<file path="config.mk">
export PLATFORM = sky130hd
export DESIGN_NAME = lwts_engine
export DESIGN_NICKNAME = d
export VERILOG_FILES = /design/src/hdl/lwts_pkg.sv /design/src/hdl/lwts_engine.sv
export SDC_FILE = /design/constraint.sdc
export NUM_CORES = 1
export LEC_CHECK = 0
export BUFFER_PORTS_ARGS = -buffer_cell sky130_fd_sc_hd__buf_2
export CORE_UTILIZATION = 62
export CTS_CLUSTER_DIAMETER = 100
export DETAILED_ROUTE_END_ITERATION = 8
export PLACE_DENSITY = 0.88
export REMOVE_ABC_BUFFERS = 1
export SKIP_LAST_GASP = 1
export SYNTH_ARGS = -nofsm -noshare
export SYNTH_HDL_FRONTEND = slang
export SYNTH_SLANG_ARGS = --single-unit
</file>
<file path="constraint.sdc">
create_clock -name i_clk -period 9.3 [get_ports i_clk]
set_input_delay 0.93 -clock i_clk [delete_from_list [all_inputs] [get_ports i_clk]]
set_output_delay 0.93 -clock i_clk [all_outputs]
set_load 0.02 [all_outputs]
</file>
<file path="src/hdl/lwts_pkg.sv">
// ----------------------------------------------------------------------------
// lwts_pkg: shared constants and types
// Sizes of the window store, the running sum and the result fields of the
// longest window with target sum block.
// ----------------------------------------------------------------------------
package lwts_pkg;

    localparam int WINDOW_DEPTH = 1024;
    localparam int VALUE_BITS   = 16;

    localparam int ELEM_BITS    = 16;
    localparam int TARGET_BITS  = 26;
    localparam int LEN_BITS     = 11;
    localparam int IDX_BITS     = $clog2(WINDOW_DEPTH);
    localparam int CNT_BITS     = $clog2(WINDOW_DEPTH + 1);
    // the sum stays at or below the target between items; one element on top
    localparam int SUM_BITS     = TARGET_BITS + 1;

    localparam int APB_ADDR_BITS = 3;
    localparam int APB_DATA_BITS = 32;
    localparam logic REG_TARGET_SUM = 1'b0;

    typedef struct packed {
        logic [LEN_BITS-1:0] best_length;
        logic                window_overflow;
        logic                array_done;
    } t_result;

endpackage

</file>
<file path="src/hdl/lwts_engine.sv">
// ----------------------------------------------------------------------------
// lwts_engine: window sequencer and shared sum unit
// Appends each element to the circular window, shrinks the window from the
// oldest end one element a cycle through a single add/subtract unit, and
// keeps the longest length whose sum matches the target.
// ----------------------------------------------------------------------------
module lwts_engine (
    input  logic                            i_clk,
    input  logic                            i_rst_n,
    input  logic [lwts_pkg::TARGET_BITS-1:0] i_target_sum,
    input  logic                            i_in_valid,
    output logic                            o_in_stall,
    input  logic [lwts_pkg::ELEM_BITS-1:0]   i_element_value,
    input  logic                            i_last_element,
    output logic                            o_out_valid,
    input  logic                            i_out_stall,
    output lwts_pkg::t_result               o_result,
    output logic                            o_wr_en,
    output logic [lwts_pkg::IDX_BITS-1:0]    o_wr_addr,
    output logic [lwts_pkg::VALUE_BITS-1:0]  o_wr_data,
    output logic [lwts_pkg::IDX_BITS-1:0]    o_rd_addr,
    input  logic [lwts_pkg::VALUE_BITS-1:0]  i_rd_data
);

    localparam logic [1:0] S_IDLE   = 2'd0;
    localparam logic [1:0] S_DROP   = 2'd1;
    localparam logic [1:0] S_ADD    = 2'd2;
    localparam logic [1:0] S_SHRINK = 2'd3;

    localparam logic [lwts_pkg::IDX_BITS-1:0] IDX_LAST =
        lwts_pkg::IDX_BITS'(lwts_pkg::WINDOW_DEPTH - 1);
    localparam logic [lwts_pkg::CNT_BITS-1:0] CNT_FULL =
        lwts_pkg::CNT_BITS'(lwts_pkg::WINDOW_DEPTH);
    localparam logic [lwts_pkg::CNT_BITS-1:0] CNT_ONE =
        lwts_pkg::CNT_BITS'(1);

    function automatic logic [lwts_pkg::IDX_BITS-1:0] next_idx(
        input logic [lwts_pkg::IDX_BITS-1:0] idx
    );
        return (idx == IDX_LAST) ? '0 : idx + lwts_pkg::IDX_BITS'(1);
    endfunction

    logic [1:0]                          r_state,  n_state;
    logic [lwts_pkg::SUM_BITS-1:0]       r_sum,    n_sum;
    logic [lwts_pkg::IDX_BITS-1:0]       r_head,   n_head;
    logic [lwts_pkg::IDX_BITS-1:0]       r_tail,   n_tail;
    logic [lwts_pkg::CNT_BITS-1:0]       r_count,  n_count;
    logic [lwts_pkg::CNT_BITS-1:0]       r_best,   n_best;
    logic [lwts_pkg::VALUE_BITS-1:0]     r_value,  n_value;
    logic                                r_last,   n_last;
    logic                                r_ovf,    n_ovf;
    logic                                r_out_valid, n_out_valid;
    lwts_pkg::t_result                   r_out,    n_out;

    logic                                unit_sub;
    logic [lwts_pkg::SUM_BITS-1:0]       unit_b;
    logic [lwts_pkg::SUM_BITS-1:0]       unit_res;
    logic [lwts_pkg::SUM_BITS-1:0]       target_ext;
    logic                                sum_gt;
    logic                                sum_eq;
    logic                                out_free;
    logic                                wr_en;

    // shared add/subtract unit on the running sum
    assign unit_res   = unit_sub ? (r_sum - unit_b) : (r_sum + unit_b);
    assign target_ext = {1'b0, i_target_sum};
    assign sum_gt     = r_sum > target_ext;
    assign sum_eq     = r_sum == target_ext;
    assign out_free   = !r_out_valid || !i_out_stall;

    always_comb begin
        n_state     = r_state;
        n_sum       = r_sum;
        n_head      = r_head;
        n_tail      = r_tail;
        n_count     = r_count;
        n_best      = r_best;
        n_value     = r_value;
        n_last      = r_last;
        n_ovf       = r_ovf;
        n_out_valid = r_out_valid && i_out_stall;
        n_out       = r_out;
        unit_sub    = 1'b1;
        unit_b      = lwts_pkg::SUM_BITS'(i_rd_data);
        wr_en       = 1'b0;

        unique case (r_state)
            S_IDLE: begin
                if (i_in_valid) begin
                    n_value = i_element_value[lwts_pkg::VALUE_BITS-1:0];
                    n_last  = i_last_element;
                    n_ovf   = (r_count == CNT_FULL);
                    n_state = (r_count == CNT_FULL) ? S_DROP : S_ADD;
                end
            end
            S_DROP: begin
                n_sum   = unit_res;
                n_head  = next_idx(r_head);
                n_count = r_count - CNT_ONE;
                n_state = S_ADD;
            end
            S_ADD: begin
                unit_sub = 1'b0;
                unit_b   = lwts_pkg::SUM_BITS'(r_value);
                n_sum    = unit_res;
                wr_en    = 1'b1;
                n_tail   = next_idx(r_tail);
                n_count  = r_count + CNT_ONE;
                n_state  = S_SHRINK;
            end
            S_SHRINK: begin
                if (sum_gt && (r_count != '0)) begin
                    // the lone element may be the one just written: no read
                    n_sum   = (r_count == CNT_ONE) ? '0 : unit_res;
                    n_head  = next_idx(r_head);
                    n_count = r_count - CNT_ONE;
                end else if (out_free) begin
                    n_best = (sum_eq && (r_count > r_best)) ? r_count : r_best;
                    n_out_valid           = 1'b1;
                    n_out.best_length     = lwts_pkg::LEN_BITS'(n_best);
                    n_out.window_overflow = r_ovf;
                    n_out.array_done      = r_last;
                    if (r_last) begin
                        n_sum   = '0;
                        n_head  = '0;
                        n_tail  = '0;
                        n_count = '0;
                        n_best  = '0;
                    end
                    n_state = S_IDLE;
                end
            end
            default: begin
                n_state = S_IDLE;
            end
        endcase
    end

    always_ff @(posedge i_clk) begin
        if (!i_rst_n) begin
            r_state     <= S_IDLE;
            r_sum       <= '0;
            r_head      <= '0;
            r_tail      <= '0;
            r_count     <= '0;
            r_best      <= '0;
            r_out_valid <= 1'b0;
        end else begin
            r_state     <= n_state;
            r_sum       <= n_sum;
            r_head      <= n_head;
            r_tail      <= n_tail;
            r_count     <= n_count;
            r_best      <= n_best;
            r_out_valid <= n_out_valid;
        end
    end

    always_ff @(posedge i_clk) begin
        r_value <= n_value;
        r_last  <= n_last;
        r_ovf   <= n_ovf;
        r_out   <= n_out;
    end

    // read address follows the next head so the registered read returns the oldest element
    assign o_rd_addr   = n_head;
    assign o_wr_en     = wr_en;
    assign o_wr_addr   = r_tail;
    assign o_wr_data   = r_value;
    assign o_in_stall  = (r_state != S_IDLE);
    assign o_out_valid = r_out_valid;
    assign o_result    = r_out;

endmodule
</file>
# Yosys cells after proc, flatten, opt, wreduce, memory -nomap -nowiden
# Index checks and enable logic that the tools add are counted.
dict set report word_totals {
  register_bits 103
}
dict set report op_classes {
  add_sub_neg 6
  n_lt_le_gt_ge 2
  eq_ne 14
  mux 32
  bitwise 1
  n_reduce_logical 19
}
# op n
set op_table {}
lappend op_table {{$mux 27} 5}
lappend op_table {{$mux 10} 8}
lappend op_table {{$mux 11} 5}
lappend op_table {{$pmux 27 s2} 1}
lappend op_table {{$pmux 10 s2} 2}
lappend op_table {{$pmux 11 s3} 1}
lappend op_table {{$add 27x27->27} 1}
lappend op_table {{$eq 27x26->1} 1}
lappend op_table {{$gt 27x26->1} 1}
lappend op_table {{$sub 27x27->27} 1}
lappend op_table {{$add 10x1->10 const B} 2}
lappend op_table {{$eq 10x10->1 const B} 2}
lappend op_table {{$mux 16} 1}
lappend op_table {{$reduce_and 3->1} 4}
lappend op_table {{$add 11x1->11 const B} 1}
lappend op_table {{$eq 11x1->1 const B} 1}
lappend op_table {{$eq 11x11->1 const B} 1}
lappend op_table {{$gt 11x11->1} 1}
lappend op_table {{$reduce_bool 11->1} 1}
lappend op_table {{$sub 11x1->11 const B} 1}
lappend op_table {{$mux 2} 4}
lappend op_table {{$ne 2x2->1 const B} 4}
lappend op_table {{$pmux 2 s4} 1}
lappend op_table {{$ne 3x3->1 const B} 2}
lappend op_table {{other kinds (13)} 22}

# Longest topological paths before layout
# Gate-level depths: netlist of run 1.
dict set report depth {
  ltp_word 7
  ltp_mapped 24
}

# Least setup slack after synthesis of run 1
# No wires, ideal clock.
dict set report synth_path {
  kind {register to register}
  startpoint {register r_state[0]}
  endpoint {register r_sum[26] (netlist bit)}
  setup_time_ps 74
  arrival_time_ps 4985
  t_required_ps 9226
  slack_ps 4241
  path_stages_with_launch 22
  cell_sequence {dfxtp_1 -> inv_1 -> ha_1 -> clkbuf_1 -> clkbuf_1 -> buf_1 -> mux2i_1 -> ha_1 -> nor3b_1 -> a21oi_1 -> nor2_1 -> nand2_1 -> nor3_1 -> xor2_1 -> o21ai_0 -> ha_1 -> nand4_1 -> o31ai_2 -> a211oi_1 -> or3_1 -> a211o_1 -> a31oi_1}
}
dict set report synth_between {
  elab_chain_cells 7
}
# item line
set synth_rtl {}
lappend synth_rtl {{from (decl)} lwts_engine.sv:43} ;# logic [1:0] r_state, n_state;
lappend synth_rtl {{from (signal assigned)} lwts_engine.sv:149} ;# r_state <= n_state;
lappend synth_rtl {{$eq 2x2->1} lwts_engine.sv:87} ;# unique case (r_state)
lappend synth_rtl {{$mux 16} lwts_engine.sv:87}
lappend synth_rtl {{$sub 27x27->27 or $add 27x27->27 (tied branches)} lwts_engine.sv:65} ;# assign unit_res = unit_sub ? (r_sum - unit_b) : (r_sum + unit_b);
lappend synth_rtl {{$mux 27} lwts_engine.sv:65}
lappend synth_rtl {{$mux 27} lwts_engine.sv:114} ;# n_sum = (r_count == CNT_ONE) ? '0 : unit_res;
lappend synth_rtl {{$mux 27} lwts_engine.sv:112} ;# if (sum_gt && (r_count != '0)) begin
lappend synth_rtl {{$pmux 27 s2} lwts_engine.sv:87}
lappend synth_rtl {{to (signal assigned)} lwts_engine.sv:150} ;# r_sum <= n_sum;
lappend synth_rtl {{to (decl)} lwts_engine.sv:44} ;# logic [lwts_pkg::SUM_BITS-1:0] r_sum, n_sum;
# Several ways; a longest one is shown, not always the timed one.
# A chain may end at the register's enable or synchronous reset.

# Worst setup path in the final report of run 1
# Same ends and word-level chain as after synthesis.

==> results.cfg, run 1 <==
[final_layout]
layout_commonest_cell = buf_2
nFillCells = 886
final_nets = 1106
final-seq-area_mm2 = 0.00237
diodes = 0
mostFrequentLayoutCells = 114 x buf_2, 82 x nand2_1, 75 x a21oi_1
drive_above_1_share = 0.158
layoutNonFillerInstCount = 1115
area_growth_pct = 12.8
multi_input_area_mm2 = 0.00454

[critical_path]
end_kind = flop
start_kind = flop
path_cells = inv_1 > ha_2 > buf_4 > inv_1 > nor2_1 > a22oi_1 > nor4_1 > o21a_1 > nand2_1 > xnor2_1 > o21ai_0 > ha_1 > a21oi_1 > o21ai_0 > a311oi_1 > o31ai_2 > a211oi_1 > o21ai_0 > a211o_1 > a31oi_1
max_stage_delay_ns = 0.49
critical_path_required_ns = 9.57
crit_arrival_ns = 5.46
cpMostUsedCell = o21ai_0
path_class = reg2reg
cp_slowest_cell = nor4_1
crit_fanout = 55

[global_routing]
grt_pass1_vias = 6202
grt.overflow.total = 0
grt_max_degree = 56
grt_pass1_wl_um = 28700
antenna_found_initial = 0
track_usage = 0.286

[power_and_ir_drop]
p_sw_frac = 0.448
clkPwrFrac = 0.160
internal-power_mw = 1.35
netSwitchingPower_mw = 1.10
comb_power_share = 0.573
peakVddDrop_uv = 191
power.leakage_nw = 3.54
p_seq_frac = 0.266
power.density_mw_per_mm2 = 298

[clock_tree]
root_buffer = clkbuf_16
cts_buffer_depth = 2
cts.sinks = 103
cts.htree.levels = 3
cts_tree = yes
postCtsHoldBufs = 0
insertion_delay_ns = 0.35
cts_buffers = 9
clkTransAtPathRegs_ns = 0.07
postCtsSetupBuffers = 0
ctsResizeCount = 0

[logic_synthesis]
synth_ff_type = dfxtp_1
yosysTopAreaCell = dfxtp_1
synth_area_mm2 = 0.00729
ys_seq_area_frac = 0.326
synth_area_leaders = dfxtp_1 20%, edfxtp_1 13%, ha_1 13%, a21oi_1 5.2%, o21ai_0 5.1%
synth-seq-cells = 103
synth.distinct_cells = 72
async_reset_ff_frac = 0
syn_area_per_cell_um2 = 8.35
syn_inst = 873
synth_top_area_frac = 0.198
synth_edf_count = 31
ys_warn_count = 0

[status]
status = complete, no violations

[sta]
fin_crit_sh = 0.558
rsz0062_at_grt = false
fin_crit_ns = 5.19
setup_tns_ns = 0
setup_viol = 0
final_hold_viol_count = 0
fin_skew_ns = 0.00606
fmax_mhz = 193
finalMaxSlewViolations = 0
fin_hold_ws_ns = 0.457
max-slew-margin-rel = 0.223
fin_ws_ns = 4.11
worst_pin_slew_ns = 1.17

[route]
vias_per_cell = 6.10
num_vias = 6801
wirelength_um = 17100
drc = 0
drtIter0Drc = 481
dr.pass1.iters = 5
ant_nets = 0
routedWlPerCell_um = 15.4

[run]
maxCapViolations = 0

[place]
gp_congestion = 0.928
placed_cells = 1100
io_buffers = 114
dp_slack_ns = 4.18
hpwl_um = 12900

[die]
dieArea_mm2 = 0.0122
initial_utilization = 0.638
io_pins = 115
rows = 39
die_h_um = 110
core_mm2 = 0.0114
dieWidth_um = 110

[min_path]
holdCritPathClass = reg2reg
## critical path, delay by kind of cell, from the launching register on
| kind | cells | cell delay (ns) |
|---|---|---|
| AOI/OAI and AO/OA | 11 | 2.23 |
| buffers and inverters | 3 | 1.00 |
| and+or+nand+nor | 3 | 0.84 |
| adders and majority gates | 2 | 0.56 |
| DFF | 1 | 0.33 |
| xor gates and xnor gates | 1 | 0.14 |
## cell usage after synthesis (all sizes together) (10+ instances only)
cell / instances
xor2: 17
or3: 10
dfxtp: 72
nand2: 82
nand3: 24
buf: 13
ha: 74
edfxtp: 31
nor4: 11
o21ai: 75
a32o: 16
inv: 60
nand4: 12
xnor2: 20
a21oi: 78
a21o: 15
a31oi: 12
and3: 11
clkbuf: 20
nor3: 28
a22oi: 18
nor2: 71
## state kept, by name (all words and copies together) (netlist names)
signal       count
o_wr_addr       10
o_out_valid      1
r_last           1
r_sum           27
r_best          11
o_result        13
r_head          10
r_state          2
r_ovf            1
r_count         11
o_wr_data       16
## cells by family (layout without fill, tap and decap cells)
logic type	Yosys count	in the layout	synth area share
AO/OA/AOI/OAI	271	271	0.245
XOR/XNOR	37	37	0.0445
multiplexers	10	10	0.0143
adder cells (fa/ha/maj)	75	75	0.130
flip-flops	103	103	0.326
buffers and inverters	93	192	0.0520
AND/OR/NAND/NOR	284	284	0.189
## power by group through the flow
stage,registers [mW],logic (mW),clock network (mW)
floorplan,0.660,1.06,0
global placement,0.656,1.35,0
detailed placement,0.659,1.38,0
CTS,0.649,1.39,0.398
global route,0.665,1.57,0.416
finish,0.653,1.41,0.393
## worst paths after layout
kind | from | end | slack, ns | depth (start not counted)
worst min-delay path | r_ovf$_DFFE_PP_ | o_result[1]$_DFFE_PP_ | 0.46 | 0
worst max-delay path | r_state[0]$_SDFFE_PN0P_ | r_sum[26]$_SDFFE_PN0P_ | 4.11 | 20
worst max register to register | r_state[0]$_SDFFE_PN0P_ | r_sum[26]$_SDFFE_PN0P_ | 4.11 | 20
worst min register to register | r_ovf$_DFFE_PP_ | o_result[1]$_DFFE_PP_ | 0.46 | 0
## per-layer routing
metal / up-vias / part of all wire / track usage
li1: 3391 / - / -
met1: 3114 / 0.44 / 0.352
met2: 259 / 0.47 / 0.487
met3: 37 / 0.058 / 0.0587
met4: 0 / 0.028 / 0.118
met5: - / 0 / 0
## cell type report
type | count | share of cell area
clock inverters | 3 | 0.00487
repair buffers | 117 | 0.0722
flip-flops and latches | 103 | 0.289
well taps | 143 | 0.0218
inverters | 60 | 0.0274
clock buffers | 12 | 0.0326
multi-input cells | 677 | 0.553
## stage by stage
step / util / instance area (um2) / power, mW
after floorplan: - / 7130 / 1.72
after global placement: 0.693 / 7910 / 2.01
after detailed placement: 0.693 / 7910 / 2.04
after CTS: 0.720 / 8220 / 2.44
after global routing: 0.720 / 8220 / 2.65
final: 0.720 / 8220 / 2.45
Power figures use the tool's default switching activity.
==> inputs of run 2 (changes only) <==
Settings changed: CORE_UTILIZATION 62 to 52, PLACE_DENSITY 0.88 to 0.79.
Clock period 9.3 ns to 4.3 ns, I/O delays scaled along.
==> results.cfg, run 2 (synthesis gave the netlist of run 1 again) <==
[route]
drtIter0Drc = 416
ant_nets = 0
drc = 0
num_vias = 6779
wirelength_um = 17500
dr.pass1.iters = 5
vias_per_cell = 5.79
routedWlPerCell_um = 14.9

[clock_tree]
cts_tree = yes
clkTransAtPathRegs_ns = 0.07
cts.sinks = 103
postCtsHoldBufs = 0
root_buffer = clkbuf_16
cts_buffer_depth = 2
insertion_delay_ns = 0.36
cts.htree.levels = 3
cts_buffers = 9

[place]
dp_slack_ns = -0.0676
gp_congestion = 0.946
hpwl_um = 13000
io_buffers = 114

[critical_path]
crit_fanout = 8
crit_arrival_ns = 4.33
start_kind = flop
critical_path_required_ns = 4.55
end_kind = flop
path_class = reg2reg

[final_layout]
drive_above_1_share = 0.190
final-seq-area_mm2 = 0.00237
nFillCells = 1182
top_register = r_sum
final_nets = 1128
layout_commonest_cell = buf_2
multi_input_area_mm2 = 0.00462
diodes = 0
area_growth_pct = 16.5
mostFrequentLayoutCells = 114 x buf_2, 82 x nand2_1, 72 x a21oi_1, 72 x o21ai_0, 72 x ha_1
largest_reg_flops = 27

[run]
maxCapViolations = 0

[global_routing]
grt.overflow.total = 0
track_usage = 0.243
grt_max_degree = 27
grt_pass1_vias = 6116
grt_pass1_wl_um = 28400
antenna_found_initial = 0

[min_path]
holdCritPathClass = in2reg

[die]
dieArea_mm2 = 0.0145
rows = 42
initial_utilization = 0.542
io_pins = 115
die_h_um = 120
dieWidth_um = 120
core_mm2 = 0.0135

[sta]
setup_viol = 0
fin_crit_ns = 4.08
max-slew-margin-rel = 0.422
fin_crit_sh = 0.949
fin_ws_ns = 0.217
fin_skew_ns = 0.0116
fin_hold_ws_ns = 0.249
final_hold_viol_count = 0
rsz0062_at_grt = true
worst_pin_slew_ns = 0.868
finalMaxSlewViolations = 0
fmax_mhz = 245

[power_and_ir_drop]
peakVddDrop_uv = 432
power.density_mw_per_mm2 = 642
power.leakage_nw = 3.65

[status]
status = complete, no violations
-- run 2: changes by cell type in the layout (fill, tap and decap cells not counted), sizes merged --
cell / previous run / this run
buf: 117 / 139
inv: 60 / 62
bufinv: 1 / 0
clkbuf: 12 / 13
clkinv: 2 / 1
-- run 2: per-stage QoR --
| step | total power, mW | utilization | cell area, um2 | TNS, ns | cells |
|---|---|---|---|---|---|
| final | 5.45 | 0.631 | 8490 | 0 | 1171 |
| after global routing | 5.89 | 0.631 | 8490 | -0.132 | 1171 |
| after global placement | 4.44 | 0.601 | 8080 | 0 | 1150 |
| after detailed placement | 4.49 | 0.601 | 8080 | -0.0676 | 1150 |
| after floorplan | 3.73 | - | 7130 | -9.45 | 840 |
| after CTS | 5.32 | 0.623 | 8390 | 0 | 1167 |
-- run 2: report_power, final --
group / internal [mW] / switching, mW / total (mW)
clock network: 0.432 / 0.359 / 0.791
logic: 1.36 / 1.88 / 3.25
registers: 1.21 / 0.209 / 1.41
-- run 2: worst paths after layout --
kind,from,to,slack (ns),cells past startpoint
max reg2reg,r_state[0]$_SDFFE_PN0P_,r_sum[24]$_SDFFE_PN0P_,0.22,18
min reg2reg,r_best[1]$_SDFFE_PN0P_,r_best[1]$_SDFFE_PN0P_,0.47,1
min,i_element_value[5],o_wr_data[5]$_DFFE_PP_,0.25,1
max,r_state[0]$_SDFFE_PN0P_,r_sum[24]$_SDFFE_PN0P_,0.22,18
-- run 2: worst max-delay path, cell delays in order (launching register included) --
cell,delay (ns)
dfxtp_1,0.34
inv_2,0.08
ha_4,0.20
mux2i_2,0.25
ha_2,0.22
nor3b_4,0.26
a21oi_4,0.12
buf_4,0.16
or3_1,0.43
ha_1,0.26
a21o_1,0.19
a21oi_1,0.13
nor2b_1,0.06
a311oi_1,0.28
o31ai_2,0.15
buf_4,0.17
a211oi_1,0.29
xnor2_1,0.10
a32o_1,0.27
-- run 2: what timing repair did --
item,in CTS,in global routing
setup endpoints to repair,1,12
setup buffers,1,4
pin swaps,1,8
endpoints found under the hold margin,0,0
gates resized for setup,2,19
-- run 2: area by class of cell --
cell class                 instances  area share
inverter                          60      0.0265
timing repair buffer             139      0.0898
multi-input combinational        677       0.545
sequential                       103       0.280
clock buffer                      13      0.0308
tap                              176      0.0260
clock inverter                     3     0.00265
-- run 2: routing by layer --
layer	global-route usage	vias up	share of wire
li1	-	3439	-
met1	0.314	3111	0.45
met2	0.408	208	0.48
met3	0.0495	21	0.056
met4	0.0725	0	0.017
met5	0	-	0
